### src/hdl/spq_pkg.sv
`timescale 1ns / 1ps
// ----------------------------------------------------------------------------
// spq_pkg: shared types for the stable priority queue
// Entry layout, request and status codes, and the control word that the
// top level broadcasts to every cell of the chain.
// ----------------------------------------------------------------------------
package spq_pkg;

  typedef enum logic {
    REQ_INSERT = 1'b0,
    REQ_POP    = 1'b1
  } req_e;

  typedef enum logic [1:0] {
    ST_OK    = 2'd0,
    ST_FULL  = 2'd1,
    ST_EMPTY = 2'd2
  } status_e;

  typedef struct packed {
    logic [1:0]  kind;
    logic [7:0]  id;
    logic [15:0] value;
    logic [7:0]  prio;
  } entry_t;

  // broadcast to all cells for the current word
  typedef struct packed {
    logic   ins;
    logic   pop;
    entry_t new_entry;
  } cell_ctrl_t;

endpackage

### src/hdl/spq_cell.sv
`timescale 1ns / 1ps
// ----------------------------------------------------------------------------
// spq_cell: one slot of the sorted chain
// Holds one entry, compares its priority with the incoming word and takes
// the new entry, its left neighbor's entry or its right neighbor's entry.
// ----------------------------------------------------------------------------
module spq_cell (
  input  logic                clk_i,
  input  spq_pkg::cell_ctrl_t ctrl_i,
  input  logic                occ_i,
  input  logic                prev_le_i,
  input  spq_pkg::entry_t     prev_entry_i,
  input  spq_pkg::entry_t     next_entry_i,
  output spq_pkg::entry_t     entry_o,
  output logic                le_o
);
  import spq_pkg::*;

  entry_t entry_q, entry_d;

  // occupied and not later than the new word in the order
  assign le_o = occ_i && (entry_q.prio <= ctrl_i.new_entry.prio);

  always_comb begin
    entry_d = entry_q;
    if (ctrl_i.ins) begin
      if (!le_o) begin
        entry_d = prev_le_i ? ctrl_i.new_entry : prev_entry_i;
      end
    end else if (ctrl_i.pop) begin
      // advance toward the head
      entry_d = next_entry_i;
    end
  end

  always_ff @(posedge clk_i) begin
    entry_q <= entry_d;
  end

  assign entry_o = entry_q;

endmodule

### src/hdl/stable_priority_queue.sv
`timescale 1ns / 1ps
// Latency: the done_o strobe is registered from the accepting edge.
// Throughput: one word per cycle; busy stays low, every cell updates in
// the cycle of the accepting edge, and the slot is a one-hot encode.
// Reset: the entry count clears, the queue reads as empty; entries hold
// no reset. The receiver cannot stall; each result shows for one cycle.
// ----------------------------------------------------------------------------
// stable_priority_queue: sorted command queue built from a chain of cells
// Inserts land after all entries of equal or smaller priority value; pops take the
// head entry. Each accepted word gives one result word.
// ----------------------------------------------------------------------------
module stable_priority_queue #(
  parameter int QUEUE_DEPTH = 16
) (
  input  logic        clk_i,
  input  logic        rst_ni,
  input  logic        start,
  output logic        busy,
  input  logic        req_type_i,
  input  logic [1:0]  message_kind_i,
  input  logic [7:0]  command_id_i,
  input  logic [15:0] command_value_i,
  input  logic [7:0]  priority_req_i,
  output logic        done_o,
  output logic [1:0]  status_o,
  output logic [3:0]  slot_o,
  output logic [1:0]  out_kind_o,
  output logic [7:0]  out_command_id_o,
  output logic [15:0] out_command_value_o,
  output logic [7:0]  out_priority_o,
  output logic [4:0]  occupancy_o
);
  import spq_pkg::*;

  localparam int IW  = (QUEUE_DEPTH > 2) ? $clog2(QUEUE_DEPTH) : 1;
  localparam int CW  = $clog2(QUEUE_DEPTH + 1);
  localparam int SW  = (IW > 4) ? IW : 4;
  localparam int OW  = (CW > 5) ? CW : 5;

  logic              accept;
  logic              full, empty;
  logic [CW-1:0]     count_q, count_d;
  cell_ctrl_t        ctrl;
  entry_t            new_entry;
  entry_t            cell_entry [QUEUE_DEPTH];
  logic [QUEUE_DEPTH-1:0] occ, le, here;
  logic [IW-1:0]     slot_idx;
  logic [SW-1:0]     slot_ext;
  logic [OW-1:0]     occ_ext;

  logic              done_q;
  status_e           status_q, status_d;
  logic [3:0]        slot_q, slot_d;
  entry_t            out_q, out_d;

  assign busy   = 1'b0;
  assign accept = start && !busy;
  assign full   = (count_q == CW'(QUEUE_DEPTH));
  assign empty  = (count_q == '0);

  assign new_entry.kind  = message_kind_i;
  assign new_entry.id    = command_id_i;
  assign new_entry.value = command_value_i;
  assign new_entry.prio  = priority_req_i;

  assign ctrl.ins       = accept && (req_e'(req_type_i) == REQ_INSERT) && !full;
  assign ctrl.pop       = accept && (req_e'(req_type_i) == REQ_POP) && !empty;
  assign ctrl.new_entry = new_entry;

  for (genvar i = 0; i < QUEUE_DEPTH; i++) begin : g_cell
    logic   prev_le;
    entry_t prev_entry, next_entry;

    assign occ[i] = (CW'(i) < count_q);

    if (i == 0) begin : g_head
      assign prev_le    = 1'b1;
      assign prev_entry = new_entry;
    end else begin : g_body
      assign prev_le    = le[i-1];
      assign prev_entry = cell_entry[i-1];
    end

    if (i == QUEUE_DEPTH - 1) begin : g_tail
      assign next_entry = cell_entry[i];
    end else begin : g_link
      assign next_entry = cell_entry[i+1];
    end

    // landing point: left side in order, this cell not
    assign here[i] = prev_le && !le[i];

    spq_cell u_cell (
      .clk_i        (clk_i),
      .ctrl_i       (ctrl),
      .occ_i        (occ[i]),
      .prev_le_i    (prev_le),
      .prev_entry_i (prev_entry),
      .next_entry_i (next_entry),
      .entry_o      (cell_entry[i]),
      .le_o         (le[i])
    );
  end

  // one-hot to index
  always_comb begin
    slot_idx = '0;
    for (int i = 0; i < QUEUE_DEPTH; i++) begin
      if (here[i]) begin
        slot_idx = slot_idx | IW'(i);
      end
    end
  end

  assign slot_ext = SW'(slot_idx);

  always_comb begin
    count_d  = count_q;
    status_d = ST_OK;
    slot_d   = '0;
    out_d    = '0;
    if (accept) begin
      if (req_e'(req_type_i) == REQ_INSERT) begin
        if (full) begin
          status_d = ST_FULL;
        end else begin
          count_d = count_q + CW'(1);
          slot_d  = slot_ext[3:0];
        end
      end else begin
        if (empty) begin
          status_d = ST_EMPTY;
        end else begin
          count_d = count_q - CW'(1);
          out_d   = cell_entry[0];
        end
      end
    end
  end

  always_ff @(posedge clk_i or negedge rst_ni) begin
    if (!rst_ni) begin
      count_q <= '0;
      done_q  <= 1'b0;
    end else begin
      count_q <= count_d;
      done_q  <= accept;
    end
  end

  always_ff @(posedge clk_i) begin
    status_q <= status_d;
    slot_q   <= slot_d;
    out_q    <= out_d;
  end

  assign occ_ext             = OW'(count_q);
  assign done_o              = done_q;
  assign status_o            = status_q;
  assign slot_o              = slot_q;
  assign out_kind_o          = out_q.kind;
  assign out_command_id_o    = out_q.id;
  assign out_command_value_o = out_q.value;
  assign out_priority_o      = out_q.prio;
  assign occupancy_o         = occ_ext[4:0];

  a_count_bound : assert property (@(posedge clk_i) disable iff (!rst_ni)
    count_q <= CW'(QUEUE_DEPTH))
    else $error("entry count above depth");

  a_one_landing : assert property (@(posedge clk_i) disable iff (!rst_ni)
    ctrl.ins |-> $onehot(here))
    else $error("insert without a single landing cell");

  a_ins_count : assert property (@(posedge clk_i) disable iff (!rst_ni)
    ctrl.ins |=> (count_q == $past(count_q) + CW'(1)))
    else $error("insert did not grow the queue");

  a_pop_empty : assert property (@(posedge clk_i) disable iff (!rst_ni)
    (accept && req_type_i && empty) |=> (status_q == ST_EMPTY && count_q == '0))
    else $error("pop on empty queue misreported");

  a_head_order : assert property (@(posedge clk_i) disable iff (!rst_ni)
    (count_q > CW'(1)) |-> (cell_entry[0].prio <= cell_entry[1].prio))
    else $error("head out of priority order");

endmodule

### config.mk
export PLATFORM = sky130hd
export DESIGN_NAME = stable_priority_queue
export DESIGN_NICKNAME = d
export VERILOG_FILES = /design/src/hdl/spq_pkg.sv /design/src/hdl/spq_cell.sv /design/src/hdl/stable_priority_queue.sv
export SDC_FILE = /design/constraint.sdc
export NUM_CORES = 1
export LEC_CHECK = 0
export BUFFER_PORTS_ARGS = -buffer_cell sky130_fd_sc_hd__clkbuf_2
export CORE_ASPECT_RATIO = 0.8
export CORE_MARGIN = 3
export CORE_UTILIZATION = 55
export CTS_CLUSTER_SIZE = 28
export DETAILED_ROUTE_END_ITERATION = 16
export PLACE_DENSITY_LB_ADDON = 0.12
export SLEW_MARGIN = 20
export SYNTH_ARGS = -nofsm -noshare
export SYNTH_HDL_FRONTEND = slang
export SYNTH_SLANG_ARGS = --single-unit
### constraint.sdc
create_clock -name clk_i -period 6.6 [get_ports clk_i]
set_input_delay 0.66 -clock clk_i [delete_from_list [all_inputs] [get_ports clk_i]]
set_output_delay 0.66 -clock clk_i [all_outputs]
set_load 0.02 [all_outputs]
# [Yosys cells after proc, flatten, opt, wreduce, memory -nomap -nowiden]
# Cells that the tools add are included.
[op_classes] n_addsub=2 order_cmp=32 n_eq_ne=18 mux=81 n_bitwise=3 n_reduce_logical=73
[op_table] operator="2-to-1 mux 34 bit" count=60
[op_table] operator="<= comparator 8 bit" count=16
[op_table] operator="< comparator 4 x 5 -> 1 bit, first input constant" count=8
[op_table] operator="logical AND 1 bit" count=35
[op_table] operator="inequality test 2 bit, second input constant" count=17
[op_table] operator="2-to-1 mux 4 bit" count=8
[op_table] operator="AND reduction 2 bit" count=16
[op_table] operator="< comparator 3 x 5 -> 1 bit, first input constant" count=4
[op_table] operator="logical NOT 1 bit" count=17
[op_table] operator="2-to-1 mux 5 bit" count=3
[op_table] operator="2-to-1 mux 3 bit" count=4
[op_table] operator="< comparator 1 x 5 -> 1 bit, first input constant" count=2
[op_table] operator="< comparator 2 x 5 -> 1 bit, first input constant" count=2
[op_table] operator="2-to-1 mux 2 bit" count=4
[op_table] operator="OR reduction 3 bit" count=2
[op_table] operator="adder 5 x 1 -> 5 bit, second input constant" count=1
[op_table] operator="equality test 5 bit, second input constant" count=1
[op_table] operator="logical NOT 5 bit" count=1
[op_table] operator="subtractor 5 x 1 -> 5 bit, second input constant" count=1
[op_table] operator="inverter 1 bit" count=3
[op_table] operator="AND reduction 3 bit" count=1
[op_table] operator="2-to-1 mux 1 bit" count=2
[op_table] operator="nonzero test 2 bit" count=1
[totals] ff_bits=590 in_bits=38 out_inout_bits=47 wordCells=281

# [Longest topological paths before layout]
# Gate-level depths: netlist of the first run.
[depth] ltp_word=19 mapped_depth=12 ltp_nobuf=9

# [Hierarchy]
# A second synthesis of the first run with hierarchy kept.
[hier_totals] hier_cells=3077 area_unflattened_um2=33819.9
[modules_own_cells] mod="spq_cell" instances=16 cells_each=181 area_per_inst_um2=1995.7 seq_area_each_um2=1021.0
[modules_own_cells] mod="stable_priority_queue" instances=1 cells_each=181 area_per_inst_um2=1889.3 seq_area_each_um2=950.9

# [Worst setup path after synthesis of the first run]
# OpenSTA, ideal clock, no wires.
[synth_timing] path_kind="input to register" from="input port priority_req_i[3]" to="register g_cell[1].u_cell.entry_q, in the netlist g_cell[1].u_cell.entry_o[0] (enable)" setup_time_ns=0.473 t_arrival_ns=5.007 t_required_ns=6.127 setup_slack_ns=1.120 stages=9 path_buffers=3 path_cell_list="clkbuf_1 inv_1 ha_1 nand2_1 o21a_1 o311a_1 buf_2 clkbuf_1 o21ai_0"
[synth_between] elab_chain_cells=4
[synth_lines] item="from (decl)" line_no="stable_priority_queue.sv:23" source="input logic [7:0] priority_req_i,"
[synth_lines] item="<= comparator 8 bit" line_no="spq_cell.sv:22" source="assign le_o = occ_i && (entry_q.prio <= ctrl_i.new_entry.prio);"
[synth_lines] item="logical AND 1 bit" line_no="spq_cell.sv:22"
[synth_lines] item="inequality test 2 bit (no line)"
[synth_lines] item="AND reduction 2 bit (no line)"
[synth_lines] item="to (signal assigned)" line_no="spq_cell.sv:37" source="entry_q <= entry_d;"
[synth_lines] item="to (decl)" line_no="spq_cell.sv:19" source="entry_t entry_q, entry_d;"
# Every way passes these cells.
# A chain may end at the register's enable or synchronous reset.

==> results.cfg, run 1 <==
[status]
status = finished clean

[cts]
post_cts_buffers = 0
cts_hold_buffers = 1
clock_sinks = 590
clockBufferDepth = 3
clkTransAtPathRegs_ps = 60
cts-resized-gates = 0
cts_max_level = 2
cts_root_buf = clkbuf_16
worstSkewPairLatency_ps = 660
cts_tree = yes
numCtsBuffers = 60

[die]
dieArea_um2 = 60300
die_w_um = 274
ioPinCount = 85
rows = 77
initial_utilization_pct = 56.4
core_area_um2 = 56000
die_h_um = 220

[worst_setup_path]
arrival_ps = 4380
cp_data_required_time_ps = 6950
r2r_slack_ps = 2570
startpoint_type = register
reg2reg_depth = 7
r2r_end = g_cell[2].u_cell.entry_o[18]$_DFFE_PP_
criticalPathCategory = register to register
startpoint = occupancy_o[1]$_DFFE_PN0P_
crit_fanout = 159
endpoint_kind = register
rr_startpoint = occupancy_o[1]$_DFFE_PN0P_

[detailed_routing]
first_pass_iters = 5
via_per_inst = 6.09
drc = 0
wl_per_cell_um = 22.3
postRouteAntennaNets = 0
vias = 22178
wl_um = 81300
dr.first_iter.drc_count = 1919

[timing]
min_period_ps = 4030
max-slew-margin-rel_pct = 35.3
min_period_over_period_pct = 61.1
fmax_ghz = 0.248
hold_viol = 0
worstMarginPinSlew_ps = 971
slew_violations = 0
setup_tns_ps = 0
rsz0062_at_grt = false
finalClockSkew_ps = 44.6
setup_viol = 0

[placement]
finalWeightedCongestion = 0.889
dp_cells = 3531
dpl.hpwl_um = 54100
numPortBuffers = 83

[layout]
syn_to_final_growth_pct = 10.8
final_cells = 3644
drive_above_1_share_pct = 9.99
fill_cells = 4532
layout_commonest_cell = nand2_1
final_nets = 3017
n_antenna_cell = 0
most-common-layout-cells = 606 x nand2_1, 544 x edfxtp_1, 517 x o21ai_0

[yosys]
synth_top_area_share_pct = 51.7
synthCells = 2873
muxShareOfSynthArea_pct = 16.3
synth_compound_area_share_pct = 10.6
synth_cell_type_count = 47
synth_area_leaders = edfxtp_1 52%, mux2i_1 15%, o21ai_0 8.4%
synth.largest_area_cell = edfxtp_1
synth-seq-cells = 590
synth-xor-area-share_pct = 0.139
synth_fa_ha_area_share_pct = 5.23
synth.net_count = 3043
synth-seq-area-share_pct = 54.7
avgSynthCellArea_um2 = 11.0
yosys.area_share.simple_pct = 9.46
yosys_most_used_dff = edfxtp_1
yosys_warnings = 0
synth_edf_count = 544
syn_area_um2 = 31600
async_flop_share_pct = 1.02
synth_top_family_by_area = multiplexers

[pwr]
powerDensity_nw_per_um2 = 421
p_leak_nw = 14.2
vdd_ir_drop_max_mv = 0.368

[grt]
antenna_found_initial = 0
grt_use_total_pct = 26.9
grt_max_degree = 235
grt_pass1_wl_um = 129000
grt_overflow = 0
grt_pass1_vias = 22578

[worst_hold_path]
holdPathStages = 1
hold_class = input pin to register
hold_path_end = done_o$_DFF_PN0_
holdCritStartpoint = start

[run]
drv_cap = 0
## cells in the mapped netlist, types with 4 or more instances
cell type / number
xnor2_1: 4
inv_1: 45
buf_2: 47
mux2i_1: 475
nor2_1: 20
clkbuf_1: 158
edfxtp_1: 544
nand2_1: 606
a21oi_1: 69
nand3_1: 8
nor2b_1: 16
nand4_1: 27
a211oi_1: 4
dfxtp_1: 40
dfrtp_1: 6
a221oi_1: 9
and2_1: 34
mux2_2: 34
ha_1: 132
nand2b_1: 4
o21a_1: 9
buf_4: 13
o21ai_0: 532
a2111oi_0: 4
## stage by stage
step                      util [%]  hold slack [ps]  area (um2)  worst slack, ps  total power [W]
after floorplan                  -              364       31600             1120          0.00964
after CTS                     62.3              164       34900             2610           0.0147
after global placement        58.5              466       32700             1990           0.0111
after global routing          62.5              188       35000             2320           0.0155
final                         62.5              187       35000             2570           0.0147
after detailed placement      58.9              464       32900             1990           0.0113
## state kept, by name, summed over array words and instances (netlist names)
| register | flops |
|---|---|
| done_o | 1 |
| status_o | 2 |
| out_kind_o | 2 |
| occupancy_o | 5 |
| g_cell.u_cell.entry_o | 544 |
| out_priority_o | 8 |
| out_command_id_o | 8 |
| out_command_value_o | 16 |
| slot_o | 4 |
## kinds of logic (layout without fill, tap and decap cells)
logic type                 Yosys count  count (layout)
AOI/OAI and AO/OA                  643             643
xor gates and xnor gates             5               5
adders and majority gates          132             132
buffers and inverters              265             286
DFF                                590             590
muxes                              509             509
other                                1               1
and+or+nand+nor                    728             728
## worst max-delay path: stages (launching register included)
cell and delay, ps:
dfrtp_1 560, inv_1 200, ha_1 290, nand3_1 200, nand2b_4 620, buf_12 530, buf_4 870, o21ai_0 270
## layout make-up
class	instances	area [um2]	area share [%]
clock buffers	78	1640	4.69
flip-flops and latches	590	17300	49.4
well taps	750	938	2.68
inverters	45	169	0.483
multi-input cells	2018	13600	38.9
clock inverters	31	300	0.858
repair buffers	132	1040	2.98
## metal layers
metal / vias up / global-route usage (%) / wire length (um)
met3: 121 / 2.78 / 3240
met1: 11163 / 36.8 / 36600
li1: 10378 / - / -
met4: 0 / 6.81 / 1700
met2: 516 / 46.3 / 39800
met5: - / 0 / 0
## report_power, final
part	total (W)	switching (W)	internal [W]
sequential	0.00606	0.000642	0.00542
combinational	0.00525	0.00315	0.00210
clock	0.00343	0.00152	0.00191
total	0.0147	0.00531	0.00942
## worst max-delay path by stage
stage	end	slack, ps	cells after the start
4_1_cts	g_cell[2].u_cell.entry_o[18]$_DFFE_PP_	2610	7
5_1_grt	g_cell[2].u_cell.entry_o[18]$_DFFE_PP_	2320	7
2_1_floorplan	g_cell[1].u_cell.entry_o[0]$_DFFE_PP_	1120	9
6_report	g_cell[2].u_cell.entry_o[18]$_DFFE_PP_	2570	7
3_3_place_gp	g_cell[1].u_cell.entry_o[21]$_DFFE_PP_	1990	10
3_5_place_dp	g_cell[1].u_cell.entry_o[22]$_DFFE_PP_	1990	12
Note: power is estimated with default switching activity, not from simulation.
==> run 2, diff against run 1 <==
clock period = 3.29 ns   (was 6.6 ns; I/O delays follow)
==> run 2 against run 1 <==
Sequential power increased by 98%. Design area increased by 2.5%. Total power rose by 100%. Sequential share of layout area shrank 1.2 points. Largest power group unchanged.
==> results.cfg, run 2 (same netlist as run 1, synthesis figures left out) <==
[worst_hold_path]
hold_class = input pin to asynchronous set/reset pin

[die]
die_h_um = 220
die_w_um = 274
core_area_um2 = 56000
ioPinCount = 85
initial_utilization_pct = 56.4
dieArea_um2 = 60300
rows = 77

[timing]
hold_ws_ps = 50.6
setup_slack_ps = 317
max-slew-margin-rel_pct = 44.0
setup_viol = 0
finalClockSkew_ps = 27.5
worstMarginPinSlew_ps = 819
fmax_ghz = 0.336
hold_viol = 0
rsz0062_at_grt = false
slew_violations = 0
min_period_ps = 2970
min_period_over_period_pct = 90.4
setup_tns_ps = 0

[grt]
grt_pass1_wl_um = 122000
grt_pass1_vias = 23125
grt_overflow = 0
grt_use_total_pct = 24.9
antenna_found_initial = 0
grt_max_degree = 149

[detailed_routing]
wl_per_cell_um = 20.3
drc = 0
wl_um = 75000
vias = 22069
first_pass_iters = 8
postRouteAntennaNets = 0
via_per_inst = 5.97
dr.first_iter.drc_count = 1759

[cts]
cts_max_level = 2
clockBufferDepth = 3
worstSkewPairLatency_ps = 640
clkTransAtPathRegs_ps = 60
numCtsBuffers = 59
post_cts_buffers = 0
cts_tree = yes
clock_sinks = 590
cts_root_buf = clkbuf_16

[layout]
utilization_pct = 64.0
drive_above_1_share_pct = 11.9
syn_to_final_growth_pct = 13.5
layout_commonest_cell = nand2_1
n_antenna_cell = 0
most-common-layout-cells = 606 x nand2_1, 544 x edfxtp_1, 517 x o21ai_0
largest_reg_flops = 544
fill_cells = 4474
final_nets = 3067

[worst_setup_path]
cp_data_required_time_ps = 3640
startpoint_type = register
criticalPathCategory = register to register
endpoint_kind = register
crit_fanout = 148
arrival_ps = 3320

[pwr]
powerDensity_nw_per_um2 = 839
vdd_ir_drop_max_mv = 0.513
p_total_w = 0.0301
p_leak_nw = 14.6

[run]
drv_cap = 0

[placement]
dpl.hpwl_um = 52400
finalWeightedCongestion = 0.868
dp_slack_ps = 116
numPortBuffers = 83

[status]
status = finished clean
## run 2: final timing paths
path / startpoint / end / slack, ps / depth (start not counted)
max: occupancy_o[2]$_DFFE_PN0P_ / g_cell[2].u_cell.entry_o[18]$_DFFE_PP_ / 320 / 7
min: rst_ni / occupancy_o[3]$_DFFE_PN0P_ / 50 / 2
max reg2reg: occupancy_o[2]$_DFFE_PN0P_ / g_cell[2].u_cell.entry_o[18]$_DFFE_PP_ / 320 / 7
min reg2reg: g_cell[0].u_cell.entry_o[28]$_DFFE_PP_ / out_command_id_o[4]$_SDFF_PP0_ / 480 / 1
max in group asynchronous: rst_ni / occupancy_o[2]$_DFFE_PN0P_ / 3080 / 2
min in group clk_i: req_type_i / status_o[1]$_SDFF_PN0_ / 100 / 3
## run 2: area by class of cell
type	count	area (um2)	area share [%]
tap	750	938	2.62
clock inverter	35	354	0.988
sequential	590	17300	48.2
multi-input combinational	2018	13600	37.9
inverter	45	169	0.471
clock buffer	77	1730	4.83
timing repair buffer	183	1760	4.91
## run 2: repair_timing
action,4_1_cts,5_1_grt
hold endpoints to repair,7,0
gates resized for setup,0,0
hold buffers,2,0
## run 2: layer usage
| metal | track usage, % | vias up | share of wire, % |
|---|---|---|---|
| met1 | 32.3 | 11001 | 44 |
| met5 | 0 | - | 0 |
| met4 | 6.58 | 0 | 2.2 |
| met2 | 44.4 | 437 | 50 |
| met3 | 2.93 | 130 | 3.7 |
| li1 | - | 10501 | - |
## run 2: worst max-delay path, cell delays in order, from the launching register on
cell	delay (ps)
dfrtp_1	570
nor2_1	380
nand3_1	220
nand2b_4	250
buf_12	210
buf_4	330
buf_12	440
o21ai_0	200
## run 2: report_power, final
group / internal (W) / switching, W / leakage (nW) / total (W)
Sequential: 0.0109 / 0.00118 / 5.64 / 0.0120
Combinational: 0.00472 / 0.00615 / 7.95 / 0.0109
Clock: 0.00412 / 0.00306 / 1.03 / 0.00718
Total: 0.0197 / 0.0104 / 14.6 / 0.0301
## run 2: through the flow
stage | std cells | cell area (um2)
floorplan | 2873 | 31700
global placement | 3574 | 33500
detailed placement | 3576 | 33500
CTS | 3690 | 35600
global route | 3698 | 35800
finish | 3698 | 35800
==> run 3, diff against run 2 <==
BUFFER_PORTS_ARGS = default   (was -buffer_cell sky130_fd_sc_hd__clkbuf_2)
DONT_BUFFER_PORTS = 1   (was default)
clock period = 2.7 ns   (was 3.29 ns; I/O delays follow)
==> run 3 against run 2 <==
Total power increased by 26%. Critical path depth stayed put. Design area rose by 2.5%. Highest routed layer unchanged.
==> results.cfg, run 3 (same netlist as run 1, synthesis figures left out) <==
[status]
status = finished clean

[die]
core_area_um2 = 56000
rows = 77
die_w_um = 274
ioPinCount = 85
die_h_um = 220
initial_utilization_pct = 56.4
dieArea_um2 = 60300

[detailed_routing]
via_per_inst = 6.04
first_pass_iters = 7
wl_um = 78200
dr.first_iter.drc_count = 1683
wl_per_cell_um = 21.0
postRouteAntennaNets = 0
drc = 0
vias = 22545

[grt]
grt_pass1_wl_um = 122000
grt_max_degree = 111
grt_use_total_pct = 25.0
grt_overflow = 0
antenna_found_initial = 2
grt_pass1_vias = 23387

[timing]
max-slew-margin-rel_pct = 38.0
min_period_ps = 2650
fmax_ghz = 0.377
hold_viol = 0
min_period_over_period_pct = 98.3
setup_slack_ps = 46.4
rsz0062_at_grt = true
setup_viol = 0
setup_tns_ps = 0
hold_ws_ps = 26.2
worstMarginPinSlew_ps = 926
finalClockSkew_ps = 15.4
slew_violations = 0

[placement]
dp_slack_ps = -85.2
place_area_um2 = 33500
numPortBuffers = 0
dpl.hpwl_um = 51700
finalWeightedCongestion = 0.859

[worst_setup_path]
cp_data_required_time_ps = 3220
cp_cell_sequence = ha_4 -> nand4_1 -> or2_1 -> a221o_2 -> and2_4 -> or3_1 -> o41a_1
criticalPathCategory = register to register
endpoint_kind = register
rr_startpoint = g_cell[11].u_cell.entry_o[5]$_DFFE_PP_
startpoint_type = register
r2r_end = slot_o[0]$_SDFF_PN0_
arrival_ps = 3170
r2r_slack_ps = 50
cp_slowest_cell = edfxtp_1
worst-path-buf-inv = 0
crit_fanout = 3
reg2reg_depth = 7
critPathTopFamily = simple AND/OR/NAND/NOR gates
cpPeakStageDelay_ps = 440

[pwr]
switching_share_pct = 34.4
p_seq_share_pct = 38.9
vdd_ir_drop_max_mv = 0.637
p_leak_nw = 14.8
power.switching_w = 0.0130
p_comb_share_pct = 38.3
powerDensity_nw_per_um2 = 1030
internal-power_w = 0.0248
p_clk_share_pct = 22.9

[layout]
syn_to_final_growth_pct = 16.4
design_area_um2 = 36700
most-common-layout-cells = 606 x nand2_1, 544 x edfxtp_1, 516 x o21ai_0
drive_above_1_share_pct = 12.0
seq_area_um2 = 17300
layout_commonest_cell = nand2_1
fill_cells = 4260
multi_input_area_um2 = 13700
largest_reg_flops = 544
utilization_pct = 65.7
final_nets = 3102

[cts]
cts_max_level = 2
worstSkewPairLatency_ps = 630
cts_tree = yes
clkTransAtPathRegs_ps = 70
clock_sinks = 590
cts_root_buf = clkbuf_16
numCtsBuffers = 59
clockBufferDepth = 3

[worst_hold_path]
holdCritStartpoint = command_value_i[14]
holdPathStages = 2
hold_path_end = g_cell[11].u_cell.entry_o[22]$_DFFE_PP_
hold_class = input pin to register

[run]
drv_cap = 0
run 3: timing repair:
| action | CTS | global route |
|---|---|---|
| pin swaps | 2 | 12 |
| endpoints found under the setup margin | 10 | 469 |
| resized for setup | 4 | 22 |
| setup buffers | 3 | 30 |
| gates cloned | 1 | 7 |
| hold buffers | 48 | 0 |
| hold endpoints to repair | 555 | 0 |
run 3: per-stage QoR:
stage / total power [W] / instances
finish: 0.0378 / 3732
global route: 0.0398 / 3732
CTS: 0.0371 / 3692
detailed placement: 0.0279 / 3530
global placement: 0.0275 / 3529
floorplan: 0.0236 / 2873
run 3: power groups by stage:
stage / logic [W] / registers [W] / clock network [W]
CTS: 0.0135 / 0.0147 / 0.00882
detailed placement: 0.0131 / 0.0149 / 0
global route: 0.0157 / 0.0150 / 0.00920
finish: 0.0145 / 0.0147 / 0.00865
global placement: 0.0126 / 0.0148 / 0
floorplan: 0.00932 / 0.0143 / 0
run 3: routing by layer:
metal / track usage, % / vias up / share of wire (%)
met2: 45.4 / 536 / 50
met4: 6.63 / 0 / 2.3
met3: 3.15 / 122 / 4.3
met1: 31.9 / 11280 / 43
met5: 0 / - / 0
li1: - / 10607 / -
run 3: worst max-delay path by stage:
stage,slack [ps],startpoint,endpoint,depth (start not counted)
after floorplan,3,priority_req_i[1],g_cell[0].u_cell.entry_o[0]$_DFFE_PP_,11
after global placement,-60,priority_req_i[6],g_cell[11].u_cell.entry_o[12]$_DFFE_PP_,10
after detailed placement,-90,priority_req_i[6],g_cell[11].u_cell.entry_o[12]$_DFFE_PP_,10
after CTS,3,g_cell[0].u_cell.entry_o[1]$_DFFE_PP_,g_cell[1].u_cell.entry_o[22]$_DFFE_PP_,10
after global routing,-40,g_cell[10].u_cell.entry_o[7]$_DFFE_PP_,g_cell[11].u_cell.entry_o[27]$_DFFE_PP_,10
final,50,g_cell[11].u_cell.entry_o[5]$_DFFE_PP_,slot_o[0]$_SDFF_PN0_,7
run 3: layout make-up:
type                       instances  share of cell area, %
clock inverter                    35                   1.05
timing repair buffer             218                   6.96
clock buffer                      75                   4.49
sequential                       590                   47.0
inverter                          45                  0.507
multi-input combinational       2018                   37.4
tap                              750                   2.55
antenna                            1                0.00681
run 3: worst register-to-register path: cells and delay by family, from the launching register on:
kind	cells	cell delay (ps)
AND/OR/NAND/NOR	4	970
adder cells (fa/ha/maj)	1	310
AO/OA/AOI/OAI	2	830
flip-flops	1	440
